[src/gcic_pkg.sv]
// ----------------------------------------------------------------------------
// gcic_pkg: shared types and constants for grid cell index conversion
// Widths of the coordinate, index and count fields, the stage record that
// travels down the cell chain, and small helper functions.
// ----------------------------------------------------------------------------
package gcic_pkg;

  localparam int COORD_BITS   = 10;
  localparam int NUM_DIMS     = 3;
  localparam int INDEX_BITS   = 30;
  localparam int COUNT_BITS   = 11;
  localparam int CFG_IDX_BITS = 2;
  localparam int DIM_IDX_BITS = 2;
  localparam int DIV_CELLS    = NUM_DIMS * INDEX_BITS;

  // Request codes.
  localparam logic REQ_TO_INDEX = 1'b0;
  localparam logic REQ_TO_COORD = 1'b1;

  localparam logic [COORD_BITS-1:0] COORD_MAX = {COORD_BITS{1'b1}};
  localparam logic [INDEX_BITS-1:0] INDEX_MAX = {INDEX_BITS{1'b1}};

  typedef logic [COORD_BITS-1:0] coord_t;
  typedef logic [COUNT_BITS-1:0] count_t;
  typedef logic [INDEX_BITS-1:0] index_t;

  // One transaction in flight. For coordinate-to-index requests, sr holds the
  // finished index. For index-to-coordinate requests, rem and sr are the
  // partial remainder and the dividend/quotient shift register.
  typedef struct packed {
    logic                        valid;
    logic                        mode;
    logic                        err;
    count_t                      rem;
    index_t                      sr;
    coord_t [NUM_DIMS-1:0]       coord;
  } stage_t;

  // A count written as zero behaves as one.
  function automatic count_t eff_count(input count_t v);
    eff_count = (v == '0) ? count_t'(1) : v;
  endfunction

  // Closes one division of an index-to-coordinate request: the remainder becomes
  // coordinate d, saturated when it does not fit, and restarts at zero.
  function automatic stage_t capture(input stage_t s, input logic [DIM_IDX_BITS-1:0] d);
    stage_t r;
    logic   wide;
    r    = s;
    wide = (s.rem > count_t'(COORD_MAX));
    if (s.mode == REQ_TO_COORD) begin
      r.coord[d] = wide ? COORD_MAX : s.rem[COORD_BITS-1:0];
      r.err      = s.err | wide;
      r.rem      = '0;
    end
    capture = r;
  endfunction

endpackage

[src/gcic_div_cell.sv]
// ----------------------------------------------------------------------------
// gcic_div_cell: one restoring-division bit step
// Shifts one dividend bit into the partial remainder, subtracts the divisor
// when it fits and shifts the quotient bit in. Other requests pass through.
// ----------------------------------------------------------------------------
module gcic_div_cell (
  input  logic                  clk,
  input  logic                  rst_n,
  input  logic                  adv,
  input  gcic_pkg::count_t      divisor,
  input  gcic_pkg::stage_t      stg_in,
  output gcic_pkg::stage_t      stg_out
);

  logic [gcic_pkg::COUNT_BITS:0] trial;
  logic                          ge;
  gcic_pkg::stage_t              stg_nxt;
  gcic_pkg::stage_t              stg_r;

  assign trial = {stg_in.rem, stg_in.sr[gcic_pkg::INDEX_BITS-1]};
  assign ge    = (trial >= {1'b0, divisor});

  always_comb begin
    stg_nxt = stg_in;
    if (stg_in.mode == gcic_pkg::REQ_TO_COORD) begin
      stg_nxt.rem = ge ? gcic_pkg::count_t'(trial - {1'b0, divisor})
                       : trial[gcic_pkg::COUNT_BITS-1:0];
      stg_nxt.sr  = {stg_in.sr[gcic_pkg::INDEX_BITS-2:0], ge};
    end
  end

  always_ff @(posedge clk) begin
    if (!rst_n) begin
      stg_r <= '0;
    end else if (adv) begin
      stg_r <= stg_nxt;
    end
  end

  assign stg_out = stg_r;

endmodule

[config.mk]
export PLATFORM = sky130hd
export DESIGN_NAME = gcic_div_cell
export DESIGN_NICKNAME = d
export VERILOG_FILES = /design/src/gcic_pkg.sv /design/src/gcic_div_cell.sv
export SDC_FILE = /design/constraint.sdc
export NUM_CORES = 1
export LEC_CHECK = 0
export BUFFER_PORTS_ARGS = -buffer_cell sky130_fd_sc_hd__buf_2
export CORE_ASPECT_RATIO = 1.1
export CORE_MARGIN = 2
export CORE_UTILIZATION = 44
export DETAILED_ROUTE_END_ITERATION = 16
export PLACE_DENSITY = 0.74
export SLEW_MARGIN = 20
export SYNTH_ARGS = -nofsm -noshare
export SYNTH_HDL_FRONTEND = slang
export SYNTH_SLANG_ARGS = --single-unit
[constraint.sdc]
create_clock -name clk -period 2.7 [get_ports clk]
set_input_delay 0.27 -clock clk [delete_from_list [all_inputs] [get_ports clk]]
set_output_delay 0.27 -clock clk [all_outputs]
set_load 0.02 [all_outputs]
==> results of run 1 <==
## power by group through the flow
stage	clock (mW)	combinational, mW	sequential [mW]
3_3_place_gp	0	0.645	1.23
4_1_cts	0.976	0.661	1.21
3_5_place_dp	0	0.659	1.23
6_report	0.946	0.657	1.21
5_1_grt	1.02	0.719	1.22
2_1_floorplan	0	0.350	1.32
## worst min-delay path by stage
stage | end | slack, ps | cells after the start
after global routing | stg_out[13]$_SDFFE_PN0P_ | 170 | 3
after CTS | stg_out[9]$_SDFFE_PN0P_ | 170 | 3
after floorplan | stg_out[0]$_SDFFE_PN0P_ | 440 | 2
after detailed placement | stg_out[62]$_SDFFE_PN0P_ | 440 | 1
after global placement | stg_out[64]$_SDFFE_PN0P_ | 440 | 1
final | stg_out[14]$_SDFFE_PN0P_ | 190 | 3
## cells in the final DEF, fill, tap and decap left out, types with 6 or more instances in the layout
cell type / n
o211a_1: 29
dfxtp_1: 74
clkbuf_8: 9
inv_1: 19
nor2b_1: 35
ha_1: 11
mux2i_1: 67
nand2_1: 37
buf_2: 160
a21o_1: 6
a21oi_1: 8
nor2_1: 15
o21ai_0: 8
## per-layer routing
| metal | up-vias | track usage | wire [um] |
|---|---|---|---|
| met1 | 1606 | 0.238 | 4010 |
| li1 | 1685 | - | - |
| met2 | 134 | 0.356 | 4840 |
| met3 | 18 | 0.0693 | 766 |
| met5 | - | 0 | 0 |
| met4 | 0 | 0.0814 | 229 |
## stage by stage
| stage | std cells | setup WS [ps] |
|---|---|---|
| finish | 658 | 565 |
| global route | 658 | 472 |
| CTS | 658 | 596 |
| detailed placement | 643 | 241 |
| global placement | 643 | 313 |
| floorplan | 395 | 516 |
## cell type report
cell class | count | area, um^2
Clock buffer | 9 | 124
Clock inverter | 6 | 90.1
Fill cell | 773 | 3540
Inverter | 19 | 71.3
Multi-Input combinational cell | 274 | 2160
Sequential cell | 74 | 1480
Tap cell | 111 | 139
Timing Repair Buffer | 165 | 851
## cell families (layout without fill, tap and decap cells)
kind of cell,count (synthesis),count (layout),synth area share
flops,74,74,0.386
simple gates,102,102,0.139
buf+inv,47,199,0.0521
mux,69,69,0.182
xor+xnor,5,5,0.0114
compound gates,86,86,0.188
fa+ha+maj,12,12,0.0410
## critical path: cells and delay by family
family          cells  cell delay [ps]
fa+ha+maj           2              640
compound gates      6             1090
simple gates        1              230
buf+inv             2              140
==> results.yml, run 1 <==
critical_path:
  critPathMaxFanout: 9
  ff2ff_setup_slack_ps: 1930
  crit_path_end: "stg_out[67]$_SDFFE_PN0P_"
  ff2ff_path_depth: 4
  r2r-end: "stg_out[70]$_SDFFE_PN0P_"
  worstPathCellList: "buf_2 -> inv_1 -> ha_1 -> fa_1 -> nand2b_2 -> a21oi_4 -> o21ai_2 -> o21ai_4 -> o22ai_1 -> a31o_1 -> a22o_1"
  critPathLaunchType: "input port"
  r2r_start: "stg_out[70]$_SDFFE_PN0P_"
  critPathKind: "in2reg"
  max_stage_delay_ps: 410
  cpMaxStageDelayCell: "fa_1"
  end_kind: "register"
  required_ps: 2920
  crit_path_start: "stg_in[59]"
  critical_path_arrival_ps: 2360
route:
  first_pass_iters: 4
  totalWireLength_um: 9850
  detail_route.iter0.violations: 104
  via_per_inst: 5.23
  via_count: 3443
  routedWlPerCell_um: 15.0
  drc: 0
  postRouteAntennaNets: 0
synthesis:
  synth-main-ff-cell: "dfxtp_1"
  ys_ff_latch: 74
  yosys.area.top_type: "dfxtp_1"
  async_flop_share: 0
  ys_top_cells_by_count: "dfxtp_1 (74), mux2i_1 (67), nand2_1 (37), nor2b_1 (35), o211a_1 (29)"
  yosysWarnings: 0
  yosysTopAreaCellShare: 0.386
  synthCells: 395
  synthesis.nets: 495
  ys_types: 54
  yosys-top-cells-area: "dfxtp_1 (39%), mux2i_1 (17%), o211a_1 (7.6%), nor2b_1 (5.7%), nand2_1 (3.6%)"
  synth.yosys.seq_area_share: 0.386
  synth_area_mm2: 0.00384
  avgSynthCellArea_um2: 9.72
  synth_edf_count: 0
  synth_most_common_cell: "dfxtp_1"
worst_hold_path:
  min-delay-start: "stg_in[14]"
  hold_class: "in2reg"
sta:
  slew_violations: 0
  fin_crit_ps: 2140
  fin_setup_tns_ps: 0
  hold_viol_final: 0
  finalSetupViolCount: 0
  maxSlewHeadroom: 0.554
  timing.hold.ws_ps: 185
  fin_skew_ps: 0
  rsz0062_at_grt: "no"
  clock.fmax_ghz: 0.468
  min_period_over_period: 0.791
  worst_slew_pin_slew_ps: 669
final_layout:
  drive_gt1_frac: 0.358
  largest_reg_flops: 74
  areaGrowthSynthToFinish_pct: 28.0
  final_cell_area_mm2: 0.00492
  nets: 643
  num_antenna_cells: 0
  utilization: 0.582
floorplan:
  dieArea_mm2: 0.00949
  std_cell_rows: 35
  floorplan.initialDensity: 0.454
  die_w_um: 93.1
  io_pins: 162
  die_h_um: 102
  core_mm2: 0.00845
cts:
  clock-root-buffer: "clkbuf_8"
  worstSkewPairLatency_ps: 330
  cts_buffer_depth: 2
  holdBufCountCts: 0
  post_cts_buffers: 0
  cts_resized: 0
  clkSinkCount: 74
  cts_tree: "built"
  htree_levels: 3
  numCtsBuffers: 9
  path_clk_slew_ps: 90
global_routing:
  antenna_found_initial: 0
  grt_pass1_wl_um: 15700
  grt.overflow.total: 0
  grt.total_usage: 0.206
  grt_pass1_vias: 3373
  grt_start_max_net_pins: 59
place:
  port_buffers: 161
  dp_hpwl_um: 7520
  dpl_cell_area_mm2: 0.00470
  gp_congestion: 0.811
pwr:
  ir_drop_mv: 0.283
  seqPwrFrac: 0.429
  clkPwrFrac: 0.337
  power_mw: 2.81
  pwr-share-comb: 0.234
  swShare: 0.299
  p_sw_mw: 0.840
  power.density_mw_per_mm2: 572
  power_leakage_nw: 2.73
  power.internal_mw: 1.97
outcome:
  status: "finished clean"
run:
  cap_violations: 0
Power figures use the tool's default switching activity.
==> run 2: changes to the inputs <==
PLACE_DENSITY = 0.77   (was 0.74)
clock period = 1.9 ns   (was 2.7 ns; I/O delays follow)
==> results.yml, run 2 (synthesized netlist as in run 1, its figures left out) <==
cts:
  cts_tree: "built"
  cts_buffer_depth: 2
  clkSinkCount: 74
  worstSkewPairLatency_ps: 320
  clock-root-buffer: "clkbuf_8"
  numCtsBuffers: 9
  holdBufCountCts: 0
  htree_levels: 3
  path_clk_slew_ps: 90
floorplan:
  die_w_um: 93.1
  std_cell_rows: 35
  die_h_um: 102
  io_pins: 162
  core_mm2: 0.00845
  floorplan.initialDensity: 0.454
  dieArea_mm2: 0.00949
final_layout:
  multi_input_area_mm2: 0.00222
  num_antenna_cells: 0
  instances_no_fill: 705
  layout_commonest_cell: "buf_2"
  nets: 689
  utilization: 0.632
  regArea_mm2: 0.00148
  fillers: 744
  layout_common_cells: "buf_2 (160), dfxtp_1 (74), mux2i_1 (67)"
  drive_gt1_frac: 0.423
  areaGrowthSynthToFinish_pct: 39.1
  largest_reg_flops: 74
global_routing:
  use_met1: 0.249
  grt.overflow.total: 0
  antenna_found_initial: 0
  use_met3: 0.0671
  top_usage_layer: "met2"
  grt_pass1_vias: 3518
  grt.total_usage: 0.214
  grt_pass1_wl_um: 16400
  grt_start_max_net_pins: 74
  grtUsageMet2: 0.374
critical_path:
  critPathLaunchType: "input port"
  r2r_start: "stg_out[70]$_SDFFE_PN0P_"
  end_kind: "register"
  crit_path_start: "divisor[1]"
  critPathMaxFanout: 3
  required_ps: 2120
  ff2ff_setup_slack_ps: 1140
  r2r-end: "stg_out[70]$_SDFFE_PN0P_"
  ff2ff_path_depth: 4
  critPathKind: "in2reg"
  crit_path_end: "stg_out[67]$_SDFFE_PN0P_"
  critical_path_arrival_ps: 2110
route:
  routedWlPerCell_um: 14.8
  postRouteAntennaNets: 0
  via_per_inst: 5.09
  drc: 0
  detail_route.iter0.violations: 85
  totalWireLength_um: 10400
  via_count: 3588
  first_pass_iters: 4
sta:
  timing.hold.ws_ps: 101
  finalSetupViolCount: 0
  slew_violations: 0
  hold_viol_final: 0
  maxSlewHeadroom: 0.588
  min_period_over_period: 0.993
  clock.fmax_ghz: 0.530
  worst_slew_pin_slew_ps: 617
  fin_skew_ps: 0
  rsz0062_at_grt: "yes"
  worst_slack_ps: 13.4
  fin_crit_ps: 1890
run:
  cap_violations: 0
worst_hold_path:
  hold_class: "in2reg"
pwr:
  power_leakage_nw: 2.97
  power.density_mw_per_mm2: 761
  ir_drop_mv: 0.594
outcome:
  status: "finished clean"
place:
  post-place-ws_ps: -346
  dpl.cell_count: 687
  dp_hpwl_um: 7830
  port_buffers: 161
  gp_congestion: 0.902
run 2: metrics by stage:
step | setup TNS, ps | area, um^2 | power [mW]
global placement | -2320 | 5060 | 2.77
finish | 0 | 5340 | 4.07
floorplan | -7.28 | 3870 | 2.39
CTS | 0 | 5270 | 4.07
global route | -141 | 5340 | 4.26
detailed placement | -3030 | 5060 | 2.80
run 2: layout make-up:
cell class | instances | share of cell area
well taps | 111 | 0.0260
flip-flops and latches | 74 | 0.277
repair buffers | 211 | 0.226
inverters | 19 | 0.0157
clock inverters | 6 | 0.0134
clock buffers | 10 | 0.0258
multi-input cells | 274 | 0.416
run 2: metal layers:
layer  up-vias  part of all wire  wire length (um)
li1       1778                 -                 -
met1      1662              0.41              4270
met2       132              0.50              5250
met3        16             0.067               695
met4         0             0.021               221
met5         -                 0                 0
run 2: how the worst min path moves through the flow:
stage                             start                  endpoint  slack (ps)  cells after the start
2_1_floorplan                 stg_in[0]   stg_out[0]$_SDFFE_PN0P_         360                      2
3_3_place_gp   stg_out[65]$_SDFFE_PN0P_  stg_out[65]$_SDFFE_PN0P_         440                      1
3_5_place_dp   stg_out[61]$_SDFFE_PN0P_  stg_out[61]$_SDFFE_PN0P_         440                      1
4_1_cts                      stg_in[15]  stg_out[15]$_SDFFE_PN0P_          90                      3
5_1_grt                       stg_in[1]   stg_out[1]$_SDFFE_PN0P_         100                      3
6_report                     stg_in[12]  stg_out[12]$_SDFFE_PN0P_         100                      3
run 2: what timing repair did:
action | 4_1_cts | 5_1_grt
buffers inserted | 0 | 2
endpoints found under the hold margin | 0 | 0
gates resized for setup | 0 | 7
setup endpoints to repair | 0 | 7
run 2: report_power, final:
group          switching [mW]  internal (mW)
Sequential             0.0562           1.66
Clock                   0.615          0.654
Combinational           0.577          0.504
run 2: critical path, cell delays in order:
cell	delay, ps
buf_2	120
inv_1	50
ha_1	290
nor2b_4	140
o211ai_1	290
a32oi_2	200
buf_4	170
a21oi_1	180
xnor2_1	100
a31o_1	220
a22o_1	170
