==> src/gcic_pkg.sv <==
// ----------------------------------------------------------------------------
// gcic_pkg: shared types and constants for grid cell index conversion
// Widths of the coordinate, index and count fields, the stage record that
// travels down the cell chain, and small helper functions.
// ----------------------------------------------------------------------------
package gcic_pkg;

  localparam int COORD_BITS   = 10;
  localparam int NUM_DIMS     = 3;
  localparam int INDEX_BITS   = 30;
  localparam int COUNT_BITS   = 11;
  localparam int CFG_IDX_BITS = 2;
  localparam int DIM_IDX_BITS = 2;
  localparam int DIV_CELLS    = NUM_DIMS * INDEX_BITS;

  // Request codes.
  localparam logic REQ_TO_INDEX = 1'b0;
  localparam logic REQ_TO_COORD = 1'b1;

  localparam logic [COORD_BITS-1:0] COORD_MAX = {COORD_BITS{1'b1}};
  localparam logic [INDEX_BITS-1:0] INDEX_MAX = {INDEX_BITS{1'b1}};

  typedef logic [COORD_BITS-1:0] coord_t;
  typedef logic [COUNT_BITS-1:0] count_t;
  typedef logic [INDEX_BITS-1:0] index_t;

  // One transaction in flight. For coordinate-to-index requests, sr holds the
  // finished index. For index-to-coordinate requests, rem and sr are the
  // partial remainder and the dividend/quotient shift register.
  typedef struct packed {
    logic                        valid;
    logic                        mode;
    logic                        err;
    count_t                      rem;
    index_t                      sr;
    coord_t [NUM_DIMS-1:0]       coord;
  } stage_t;

  // A count written as zero behaves as one.
  function automatic count_t eff_count(input count_t v);
    eff_count = (v == '0) ? count_t'(1) : v;
  endfunction

  // Closes one division of an index-to-coordinate request: the remainder becomes
  // coordinate d, saturated when it does not fit, and restarts at zero.
  function automatic stage_t capture(input stage_t s, input logic [DIM_IDX_BITS-1:0] d);
    stage_t r;
    logic   wide;
    r    = s;
    wide = (s.rem > count_t'(COORD_MAX));
    if (s.mode == REQ_TO_COORD) begin
      r.coord[d] = wide ? COORD_MAX : s.rem[COORD_BITS-1:0];
      r.err      = s.err | wide;
      r.rem      = '0;
    end
    capture = r;
  endfunction

endpackage

==> src/gcic_fold.sv <==
// ----------------------------------------------------------------------------
// gcic_fold: coordinate folding front end
// Two registered multiply-add steps that fold the coordinates into a linear
// index and check each coordinate against its count, or pass an index through.
// ----------------------------------------------------------------------------
module gcic_fold (
  input  logic                    clk,
  input  logic                    rst_n,
  input  logic                    adv,
  input  logic                    in_valid,
  input  logic                    req_type,
  input  gcic_pkg::coord_t        coord_in0,
  input  gcic_pkg::coord_t        coord_in1,
  input  gcic_pkg::coord_t        coord_in2,
  input  gcic_pkg::index_t        index_in,
  input  gcic_pkg::count_t        cnt0,
  input  gcic_pkg::count_t        cnt1,
  input  gcic_pkg::count_t        cnt2,
  output gcic_pkg::stage_t        stg_out
);

  localparam int ACC1_BITS = gcic_pkg::COORD_BITS + gcic_pkg::COUNT_BITS + 1;
  localparam int ACC2_BITS = ACC1_BITS + gcic_pkg::COUNT_BITS;

  logic                   v1_r;
  logic                   mode1_r;
  logic                   err1_r;
  logic [ACC1_BITS-1:0]   acc1_r;
  gcic_pkg::coord_t       c2_r;
  gcic_pkg::index_t       idx1_r;
  logic [ACC1_BITS-1:0]   acc1_nxt;
  logic                   err1_nxt;
  logic [ACC2_BITS-1:0]   acc2;
  logic                   err2;
  gcic_pkg::stage_t       stg_nxt;
  gcic_pkg::stage_t       stg_r;

  assign acc1_nxt = ACC1_BITS'(coord_in0) * ACC1_BITS'(cnt1) + ACC1_BITS'(coord_in1);
  assign err1_nxt = (gcic_pkg::count_t'(coord_in0) >= cnt0) |
                    (gcic_pkg::count_t'(coord_in1) >= cnt1);

  always_ff @(posedge clk) begin
    if (!rst_n) begin
      v1_r <= 1'b0;
    end else if (adv) begin
      v1_r <= in_valid;
    end
    if (adv) begin
      mode1_r <= req_type;
      err1_r  <= err1_nxt;
      acc1_r  <= acc1_nxt;
      c2_r    <= coord_in2;
      idx1_r  <= index_in;
    end
  end

  assign acc2 = ACC2_BITS'(acc1_r) * ACC2_BITS'(cnt2) + ACC2_BITS'(c2_r);
  assign err2 = err1_r | (gcic_pkg::count_t'(c2_r) >= cnt2) |
                (acc2 > ACC2_BITS'(gcic_pkg::INDEX_MAX));

  always_comb begin
    stg_nxt       = '0;
    stg_nxt.valid = v1_r;
    stg_nxt.mode  = mode1_r;
    if (mode1_r == gcic_pkg::REQ_TO_INDEX) begin
      stg_nxt.err = err2;
      stg_nxt.sr  = (acc2 > ACC2_BITS'(gcic_pkg::INDEX_MAX)) ? gcic_pkg::INDEX_MAX
                                                             : acc2[gcic_pkg::INDEX_BITS-1:0];
    end else begin
      stg_nxt.sr  = idx1_r;
    end
  end

  always_ff @(posedge clk) begin
    if (!rst_n) begin
      stg_r <= '0;
    end else if (adv) begin
      stg_r <= stg_nxt;
    end
  end

  assign stg_out = stg_r;

endmodule

==> config.mk <==
export PLATFORM = sky130hd
export DESIGN_NAME = gcic_fold
export DESIGN_NICKNAME = d
export VERILOG_FILES = /design/src/gcic_pkg.sv /design/src/gcic_fold.sv
export SDC_FILE = /design/constraint.sdc
export NUM_CORES = 1
export LEC_CHECK = 0
export BUFFER_PORTS_ARGS = -buffer_cell sky130_fd_sc_hd__buf_2
export CAP_MARGIN = 20
export CORE_MARGIN = 2
export CORE_UTILIZATION = 25
export CTS_BUF_LIST = sky130_fd_sc_hd__clkbuf_4 sky130_fd_sc_hd__clkbuf_8
export DETAILED_ROUTE_END_ITERATION = 16
export MAX_ROUTING_LAYER = met4
export RECOVER_POWER = 50
export SYNTH_ARGS = -nofsm -noshare
export SYNTH_HDL_FRONTEND = slang
export SYNTH_SLANG_ARGS = --single-unit
==> constraint.sdc <==
create_clock -name clk -period 6.55 [get_ports clk]
set_input_delay 0.655 -clock clk [delete_from_list [all_inputs] [get_ports clk]]
set_output_delay 0.655 -clock clk [all_outputs]
set_load 0.01 [all_outputs]
==> impl_results.md, run 1 <==
* Synth Area in XOR/XNOR at 0.0196
* Period utilization at 0.947
* Critical path class: register to register
* Fill count at between 7000 and 8000
* Critical path buffers and inverters at 4
* Final Core Density at 0.277
* EDFF count, synth at 64
* Post-Synth Simple-Gate Area at 0.147
* Min Hold Slack at 0.406 ns
* Grt total ovfl at 0
* RSZ-0062 raised after global routing: no
* Core Rows at between 90 and 100
* Worst Hold Depth at 1
* Commonest non-fill, non-tap cells in the layout: inv_1 (391), fa_1 (270), nand2_1 (257)
* Worst path slowest cell: edfxtp_1
* Outcome: finished, violations left
* Antenna viol nets, final at 0
* Number of synthesized register bits at 98
* Setup Buffers After CTS at 0
* Total Die Area at 70000 µm²
* CP delay by family, top: adder cells
* Ys flop type: edfxtp_1
* I/O pin cnt at between 150 and 200
* Commonest non-fill, non-tap cell in the layout: inv_1
* Final setup vio count at 0
* Final HPWL DP at approximately 33000 µm
* Failing checks: capacitance limit, slew limit
* Relative slew slack at -0.574
* Max cap viols at 1
* # port buffers at 130
* GRT busiest layer: met2
* Core ar. at ~67000 µm²
* WL per Instance at around 14 µm
* First-pass GRT wire length at about 64000 µm
* Worst setup SP type: register
* Period minus WS final at 6.20 ns
* Antenna violations before repair at 2
* Initial DRC Count at 650
* Setup Skew at between 0.02 and 0.025 ns
* Final #Nets at 2491
* R2r setup slk at 0.35 ns
* Most frequent CP cell: fa_1
* Die height at ~260 µm
* Fmax achieved at between 150 and 200 MHz
* Via-to-Cell Ratio at 4.37
* Detailed-route via count at ~12000
* Met3 usage at 0.0158
* WP data arrival at roughly 6.5 ns
* H-tree levels at 3
* Hold Path End: idx1_r[20]
* Synthesized area at about 17000 µm²
* CTS clk-pin slew, worst paths at between 0.1 and 0.15 ns
* Worst Tran Pin Value at about 2.4 ns
* Synth cell types at slightly below 70
* Seq/Total Area, Yosys at 0.153
* Slowest stage delay, CP at approximately 0.66 ns
* Total Routing Usage GR at 0.117
* CTS tree: done
* CTS Buf Count at 9
* Synth Area in Compound Gates at 0.102
* # hold bufs at CTS at 0
* Total negative slack at 0 ns
* Ys async rst share at 0
* Largest family of logic cells by synthesized area: adder cells
* Worst r2r src: acc1_r[2]
* Root buffer cell: clkbuf_8
* Met1 Usage GRT at 0.151
* Worst-Skew Late Latency at between 0.4 and 0.5 ns
* Adder-cell share of the synthesized area at 0.448
* Mux cell area share after synthesis at 0.00118
* Worst setup EP type: register
* R2R Path End: stg_out[31]
* Synth warn at 0
* Worst path cell trace: nand2_1, fa_1, fa_1, inv_1, fa_1, fa_1, inv_1, fa_1, inv_1, ha_1, a21oi_1, a32oi_2, o31ai_2, o31a_4, o311a_1, or3_4, nor4_4, buf_12, o21ai_2
* Slew Viols, Final at 36
* Die X at approximately 260 µm
* Total Wirelength at around 39000 µm
* M2 GR Usage at 0.195
* # clock sinks at 98
* Final count of hold timing violations at 0
* # DRC at 0
* Crit path max fanout at 30
* Hold Path Class: input port to register
* Gate Count Post-Synth at ~1900
* PostCTS Resize Cnt at 0
* Synth Area per Inst at a little over 9 µm²
* Share of cells above drive strength 1 at 0.0968
* Antenna fix cells at 0
* Final Wtd Congestion at about 0.85
* Vias in the first global route at 12200
* Max Root-Sink Buffers at 2
* Area Growth Syn to Fin at 9.56%
* Largest net degree at the start of global routing at between 40 and 50
* Initial Util at 0.253
* Critical path data required time at ~7 ns
* Hold_sp: index_in[20]
* Worst reg2reg path depth at 19
* Drt pass-1 iters at 5
==> how the worst max path moves through the flow <==
stage / from / end / slack, ns / cells after the start
after detailed placement: cnt2[2] / stg_out[31] / 0.07 / 20
after floorplan: cnt2[5] / stg_out[44] / 0.36 / 21
after global placement: cnt2[2] / stg_out[44] / 0.12 / 20
after CTS: acc1_r[2] / stg_out[31] / 0.35 / 19
after global routing: acc1_r[2] / stg_out[57] / 0.09 / 19
final: acc1_r[2] / stg_out[31] / 0.35 / 19
==> through the flow <==
step,std cells,instance area [µm²],setup WS (ns)
floorplan,1901,17100,0.364
global placement,2808,18400,0.115
detailed placement,2808,18400,0.0712
CTS,2824,18600,0.354
global route,2825,18600,0.0926
finish,2825,18600,0.348
==> area by class of cell <==
cell class / instances / area, µm² / share of cell area
clock buffers: 9 / 124 / 0.00666
clock inverters: 7 / 81.3 / 0.00438
inverters: 392 / 1470 / 0.0792
multi-input cells: 1287 / 12300 / 0.664
flip-flops and latches: 98 / 2600 / 0.140
well taps: 873 / 1090 / 0.0588
repair buffers: 159 / 880 / 0.0473
==> cell families after synthesis <==
kind of cell    after synthesis
buf+inv                     516
mux                           2
fa+ha+maj                   446
other cells                   1
xor+xnor                     38
simple gates                512
flops                        98
compound gates              248
==> layer usage <==
metal / vias up / routed length (µm)
met5: - / 0
met4: 0 / 538
met3: 38 / 1600
met2: 260 / 19400
met1: 6158 / 17600
li1: 5877 / -
==> cell usage after synthesis, types with 8 or more instances <==
| master | number | area (µm²) |
|---|---|---|
| nand2b_1 | 11 | 68.8 |
| o21ai_2 | 29 | 254 |
| a21oi_1 | 50 | 250 |
| clkbuf_1 | 66 | 248 |
| fa_1 | 270 | 5410 |
| xor2_1 | 14 | 123 |
| buf_4 | 43 | 323 |
| nor2_1 | 35 | 131 |
| and2_1 | 136 | 851 |
| a21o_1 | 20 | 150 |
| o21ai_0 | 53 | 265 |
| nand2_1 | 257 | 965 |
| ha_1 | 176 | 2200 |
| nor3_1 | 14 | 70.1 |
| o21a_1 | 14 | 105 |
| nor2b_1 | 8 | 50.1 |
| a32oi_1 | 8 | 70.1 |
| nand3_1 | 11 | 55.1 |
| inv_1 | 391 | 1470 |
| dfxtp_1 | 34 | 681 |
| xnor2_1 | 24 | 210 |
| edfxtp_1 | 64 | 1920 |
| nand4_1 | 10 | 62.6 |
| o2bb2a_1 | 17 | 170 |
==> sequential cells by signal, indices dropped and copies added (netlist names) <==
| name | flops |
|---|---|
| c2_r | 10 |
| stg_out | 33 |
| v1_r | 1 |
| err1_r | 1 |
| acc1_r | 22 |
| idx1_r | 30 |
| mode1_r | 1 |
Power of run 1 is left out: the tool's default activity adds up to more than one toggle a clock period on the data nets, which glitch-free logic cannot reach.
==> run 2: changes to the inputs <==
--- a/config.mk
+++ b/config.mk
@@ -12,6 +12,7 @@
 export CTS_BUF_LIST = sky130_fd_sc_hd__clkbuf_4 sky130_fd_sc_hd__clkbuf_8
 export DETAILED_ROUTE_END_ITERATION = 16
 export MAX_ROUTING_LAYER = met4
+export PLACE_DENSITY = 0.48
 export RECOVER_POWER = 50
 export SYNTH_ARGS = -nofsm -noshare
 export SYNTH_HDL_FRONTEND = slang
==> constraint.sdc (replaced) <==
create_clock -name clk -period 5 [get_ports clk]
set_input_delay 0.5 -clock clk [delete_from_list [all_inputs] [get_ports clk]]
set_output_delay 0.5 -clock clk [all_outputs]
set_load 0.01 [all_outputs]
==> run 2 against run 1 <==
  * The flow finishes with violations (capacitance limit, slew limit, setup timing)
  * Final cell count increased by 8.5%
  * Sequential share of layout area decreased by 1.4 points
  * Clock skew increased by 0.010 ns
  * Routed wire length increased by 8.4%
  * Register-to-register slack got worse by 1.3 ns
  * Setup slack got worse by 1.3 ns
  * Clock-buffer cell count increased by 1
  * First-iteration DRC count decreased by 15%
  * Non-clock buffer count increased by 239
==> impl_results.md, run 2 (synthesis gave the netlist of run 1 again) <==
* Outcome: finished, violations left
* Failing checks: capacitance limit, slew limit, setup timing
* RSZ-0062 raised after global routing: yes
* Period utilization at 1.20 (+0.248)
* Largest net degree at the start of global routing at 39 (-4.9%)
* # hold bufs at CTS at 0 (unchanged)
* H-tree levels at 3 (unchanged)
* Fmax achieved at 167 MHz (+3.8%)
* Relative slew slack at -0.491 (+0.0823)
* Fill count at 7083 (-2.1%)
* Die height at 265 µm (unchanged)
* Area Growth Syn to Fin at 21.9%
* First-pass GRT wire length at 70900 µm (+11%)
* Total Wirelength at 42500 µm (+8.4%)
* Vias in the first global route at 13800 (+13%)
* # port buffers at 130 (unchanged)
* Final count of hold timing violations at 0 (unchanged)
* Commonest non-fill, non-tap cell in the layout: inv_1
* WL per Instance at 13.9 µm (about the same)
* Detailed-route via count at 13100 (+6.1%)
* Crit path max fanout at 15 (-50%)
* Drt pass-1 iters at 5 (unchanged)
* Worst-Skew Late Latency at 0.44 ns (+0.02 ns)
* Footprint of the multi-input gates at 12600 µm² (+1.7%)
* CTS clk-pin slew, worst paths at 0.13 ns (about the same)
* Post-route insts no fill at 3065 (+8.5%)
* CTS tree: done
* Initial DRC Count at 550 (-15%)
* Final #Nets at 2730 (+9.6%)
* Fin worst setup slack at -0.976 ns (-1.32 ns)
* Initial Util at 0.253 (unchanged)
* Total negative slack at -29.23 ns (-29.23 ns)
* CTS Buf Count at 9 (unchanged)
* Placed insts at 3033 (+8.0%)
* Worst Tran Pin Value at 2.24 ns (-0.123 ns)
* # clock sinks at 98 (unchanged)
* Root buffer cell: clkbuf_8
* Period minus WS final at 5.98 ns (-0.225 ns)
* Core Rows at 95 (unchanged)
* Via-to-Cell Ratio at 4.27 (-2.2%)
* Antenna viol nets, final at 0 (unchanged)
* Hold Path Class: input port to register
* Share of cells above drive strength 1 at 0.224 (+0.127)
* Final Wtd Congestion at 0.857 (+0.33%)
* Grt total ovfl at 0 (unchanged)
* Final HPWL DP at 37800 µm (+14%)
* Max cap viols at 2 (+1)
* Total Die Area at 70000 µm² (unchanged)
* Slew Viols, Final at 77 (+110%)
* FF/Latch Area at 2600 µm² (unchanged)
* Die X at 265 µm (unchanged)
* Core ar. at 67200 µm² (unchanged)
* Final setup vio count at 31 (+31)
* I/O pin cnt at 172 (unchanged)
* Antenna violations before repair at 2 (unchanged)
* # DRC at 0 (unchanged)
* Critical path data required time at 5.32 ns (-1.53 ns)
* Total Routing Usage GR at 0.129 (+0.0118)
* Worst setup SP type: register
* Setup Skew at 0.0330 ns (+0.0105 ns)
* Commonest non-fill, non-tap cells in the layout: inv_1 (382), fa_1 (264), buf_4 (251)
* Max reg flops at 33 (unchanged)
* Worst setup EP type: register
* Max Root-Sink Buffers at 2 (unchanged)
* Critical path class: register to register
* WP data arrival at 6.30 ns (-0.20 ns)
## run 2: changes by cell type in the layout (fill, tap and decap cells not counted), sizes merged
cell,change
bufinv,+1
inv,+1
clkbuf,-17
diode,+1
buf,+257
clkinv,-3
## run 2: final cells by class
class,count,share of cell area
antenna,1,0.000121
clock buffer,10,0.00635
clock inverter,6,0.00339
inverter,392,0.0711
multi-input combinational,1287,0.607
sequential,98,0.126
tap,873,0.0528
timing repair buffer,398,0.134
## run 2: path summary, 6_finish.rpt
kind	start	end	slack (ns)	cells past startpoint
max	acc1_r[7]	stg_out[31]	-0.98	22
min	index_in[18]	idx1_r[18]	0.22	1
max reg2reg	acc1_r[7]	stg_out[31]	-0.98	22
min reg2reg	stg_out[39]	stg_out[39]	0.49	2
## run 2: worst max-delay path, stage by stage, from the launching register on
cell	delay, ns
edfxtp_1	0.56
buf_6	0.19
buf_6	0.11
nand2_4	0.05
fa_2	0.43
fa_2	0.54
inv_2	0.04
fa_2	0.42
fa_1	0.51
inv_2	0.04
fa_1	0.52
inv_2	0.05
ha_4	0.29
nand2_4	0.05
a32oi_2	0.25
o31ai_4	0.12
o31a_4	0.30
o311a_1	0.35
or3_4	0.36
nor4_4	0.27
buf_6	0.17
buf_8	0.19
o21ai_2	0.06
## run 2: metal layers
metal | vias up | share of wire | GRT usage
met3 | 21 | 0.029 | 0.0150
met2 | 192 | 0.51 | 0.220
met5 | - | 0 | -
met1 | 6510 | 0.46 | 0.166
met4 | 0 | 0.011 | 0.0215
li1 | 6359 | - | -
## run 2: timing repair
item | 4_1_cts | 5_1_grt
endpoints found under the setup margin | 31 | 35
gates resized for setup | 5 | 46
buffers inserted | 4 | 9
cloned | 0 | 2
pin swaps | 1 | 31
## run 2: metrics by stage
step,setup WS (ns),hold slack [ns],utilization,cell area (µm²)
after floorplan,-0.818,0.482,-,17200
after global placement,-1.07,0.465,0.301,20200
after detailed placement,-1.13,0.474,0.301,20200
after CTS,-0.986,0.172,0.305,20500
after global routing,-1.13,0.180,0.308,20700
final,-0.976,0.221,0.308,20700
Power of run 2 is left out for the same reason.
==> run 3: changes to the inputs <==
--- a/config.mk
+++ b/config.mk
@@ -12,7 +12,7 @@
 export CTS_BUF_LIST = sky130_fd_sc_hd__clkbuf_4 sky130_fd_sc_hd__clkbuf_8
 export DETAILED_ROUTE_END_ITERATION = 16
 export MAX_ROUTING_LAYER = met4
-export PLACE_DENSITY = 0.48
+export PLACE_DENSITY = 0.41
 export RECOVER_POWER = 50
 export SYNTH_ARGS = -nofsm -noshare
 export SYNTH_HDL_FRONTEND = slang
==> run 3 against run 2 <==
  * Critical path type unchanged
  * The flow still finishes with violations (capacitance limit, slew limit, setup timing)
  * Largest cell class unchanged
  * Final cell count grew 1.2%
  * Clock-buffer cell count grew 2
  * Highest routed layer unchanged
  * Sequential cell count is the same
==> impl_results.md, run 3 (synthesis gave the netlist of run 1 again) <==
* Initial Util at 0.253 (unchanged)
* Worst path cell trace: buf_6, nand2_4, fa_1, fa_1, inv_2, fa_2, fa_1, inv_2, fa_1, inv_2, ha_4, a21oi_4, a32oi_2, o31ai_4, o31a_4, o311a_1, or3_4, nor4_4, buf_4, clkbuf_16, o21ai_2
* Relative slew slack at -0.402 (+0.0892)
* Largest net degree at the start of global routing at 41 (+5.1%)
* Commonest non-fill, non-tap cells in the layout: inv_1 (381), buf_4 (285), fa_1 (264)
* Via-to-Cell Ratio at 4.25 (-0.34%)
* Worst Hold Depth at 1 (unchanged)
* Max reg flops at 33 (unchanged)
* Outcome: finished, violations left
* Worst reg2reg path depth at 21 (-4.5%)
* Antenna violations before repair at 4 (+2)
* Most frequent CP cell: fa_1
* Root buffer cell: clkbuf_8
* Final HPWL DP at 40400 µm (+6.9%)
* Total Routing Usage GR at 0.139 (+0.0106)
* Vias in the first global route at 14300 (+3.8%)
* Die height at 265 µm (unchanged)
* Max Root-Sink Buffers at 2 (unchanged)
* Final setup vio count at 31 (unchanged)
* Area after DPL at 20400 µm² (+0.99%)
* Worst setup EP type: register
* Worst Tran Pin Value at 2.10 ns (-0.134 ns)
* Min Hold Slack at 0.236 ns (+0.0151 ns)
* WP data arrival at 6.23 ns (-0.07 ns)
* Fin worst setup slack at -0.914 ns (+0.0628 ns)
* # clock sinks at 98 (unchanged)
* # hold bufs at CTS at 0 (unchanged)
* Core Rows at 95 (unchanged)
* Failing checks: capacitance limit, slew limit, setup timing
* Commonest non-fill, non-tap cell in the layout: inv_1
* Die X at 265 µm (unchanged)
* RSZ-0062 raised after global routing: yes
* Core ar. at 67200 µm² (unchanged)
* Period utilization at 1.18 (-0.0126)
* Crit path max fanout at 6 (-9)
* H-tree levels at 3 (unchanged)
* First-pass GRT wire length at 75300 µm (+6.2%)
* Critical path class: register to register
* Final Wtd Congestion at 0.858 (+0.15%)
* Area Growth Syn to Fin at 24.7%
* Final count of hold timing violations at 0 (unchanged)
* Total Wirelength at 45900 µm (+8.0%)
* Fmax achieved at 169 MHz (+1.1%)
* Cell area after layout at 21200 µm² (+2.2%)
* Worst path slowest cell: edfxtp_1
* Hold Path Class: input port to register
* CTS tree: done
* I/O pin cnt at 172 (unchanged)
* Detailed-route via count at 13200 (+0.89%)
* Period minus WS final at 5.91 ns (-0.0628 ns)
* # port buffers at 130 (unchanged)
* Final #Nets at 2767 (+1.4%)
* Worst-Skew Late Latency at 0.43 ns (about the same)
* Antenna viol nets, final at 0 (unchanged)
* Grt total ovfl at 0 (unchanged)
* Max cap viols at 1 (-1)
* Critical path data required time at 5.31 ns (about the same)
* CTS Buf Count at 9 (unchanged)
* Drt pass-1 iters at 5 (unchanged)
* CTS clk-pin slew, worst paths at 0.11 ns (-0.02 ns)
* Setup Skew at 0.0183 ns (-0.0147 ns)
* WL per Instance at 14.8 µm (+6.7%)
* Total negative slack at -27.01 ns (+2.22 ns)
* Total Die Area at 70000 µm² (unchanged)
* Worst setup SP type: register
* Slowest stage delay, CP at 0.55 ns (about the same)
* Initial DRC Count at 512 (-6.9%)
* Share of cells above drive strength 1 at 0.240 (+0.0156)
* Slew Viols, Final at 36 (-53%)
* # DRC at 0 (unchanged)
-- run 3: cell types whose count changed in the layout (fill, tap and decap cells not counted), moves of 4 or more --
cell	change
buf_2	-17
buf_4	+34
inv_6	-4
clkbuf_1	+9
ha_1	-4
and2_1	-4
buf_6	+5
-- run 3: repair_timing --
item | 4_1_cts | 5_1_grt
gates resized for setup | 22 | 64
cloned | 2 | 1
pin swaps | 10 | 29
buffers inserted | 12 | 12
endpoints found under the setup margin | 31 | 37
-- run 3: final timing paths --
kind	start	to	slack (ns)
worst max register to register	acc1_r[2]	stg_out[53]	-0.91
worst min-delay path	coord_in2[3]	c2_r[3]	0.24
worst max-delay path	acc1_r[2]	stg_out[53]	-0.91
worst min register to register	stg_out[47]	stg_out[47]	0.48
-- run 3: critical path, delay by kind of cell (launching register included) --
| kind | cells | cell delay [ns] |
|---|---|---|
| AO/OA/AOI/OAI | 6 | 1.06 |
| adder cells (fa/ha/maj) | 6 | 2.80 |
| buffers and inverters | 6 | 0.69 |
| flip-flops | 1 | 0.55 |
| AND/OR/NAND/NOR | 3 | 0.71 |
-- run 3: cell type report --
class / count / area, µm²
antenna: 2 / 5.00
clock buffer: 12 / 165
clock inverter: 4 / 48.8
fill: 7142 / 46000
inverter: 392 / 1470
multi-input combinational: 1287 / 12600
sequential: 98 / 2600
tap: 873 / 1090
timing repair buffer: 435 / 3140
-- run 3: per-layer routing --
metal	up-vias	GRT usage	part of all wire
met2	165	0.241	0.51
met5	-	-	0
met3	36	0.0150	0.023
met4	0	0.0264	0.012
met1	6561	0.176	0.46
li1	6437	-	-
-- run 3: per-stage QoR --
| step | std cells | worst slack [ns] | utilization |
|---|---|---|---|
| floorplan | 1901 | -0.818 | - |
| global placement | 3058 | -1.07 | 0.304 |
| detailed placement | 3058 | -1.11 | 0.304 |
| CTS | 3088 | -0.915 | 0.310 |
| global route | 3102 | -1.12 | 0.315 |
| finish | 3103 | -0.914 | 0.315 |
Power of run 3 is left out for the same reason.
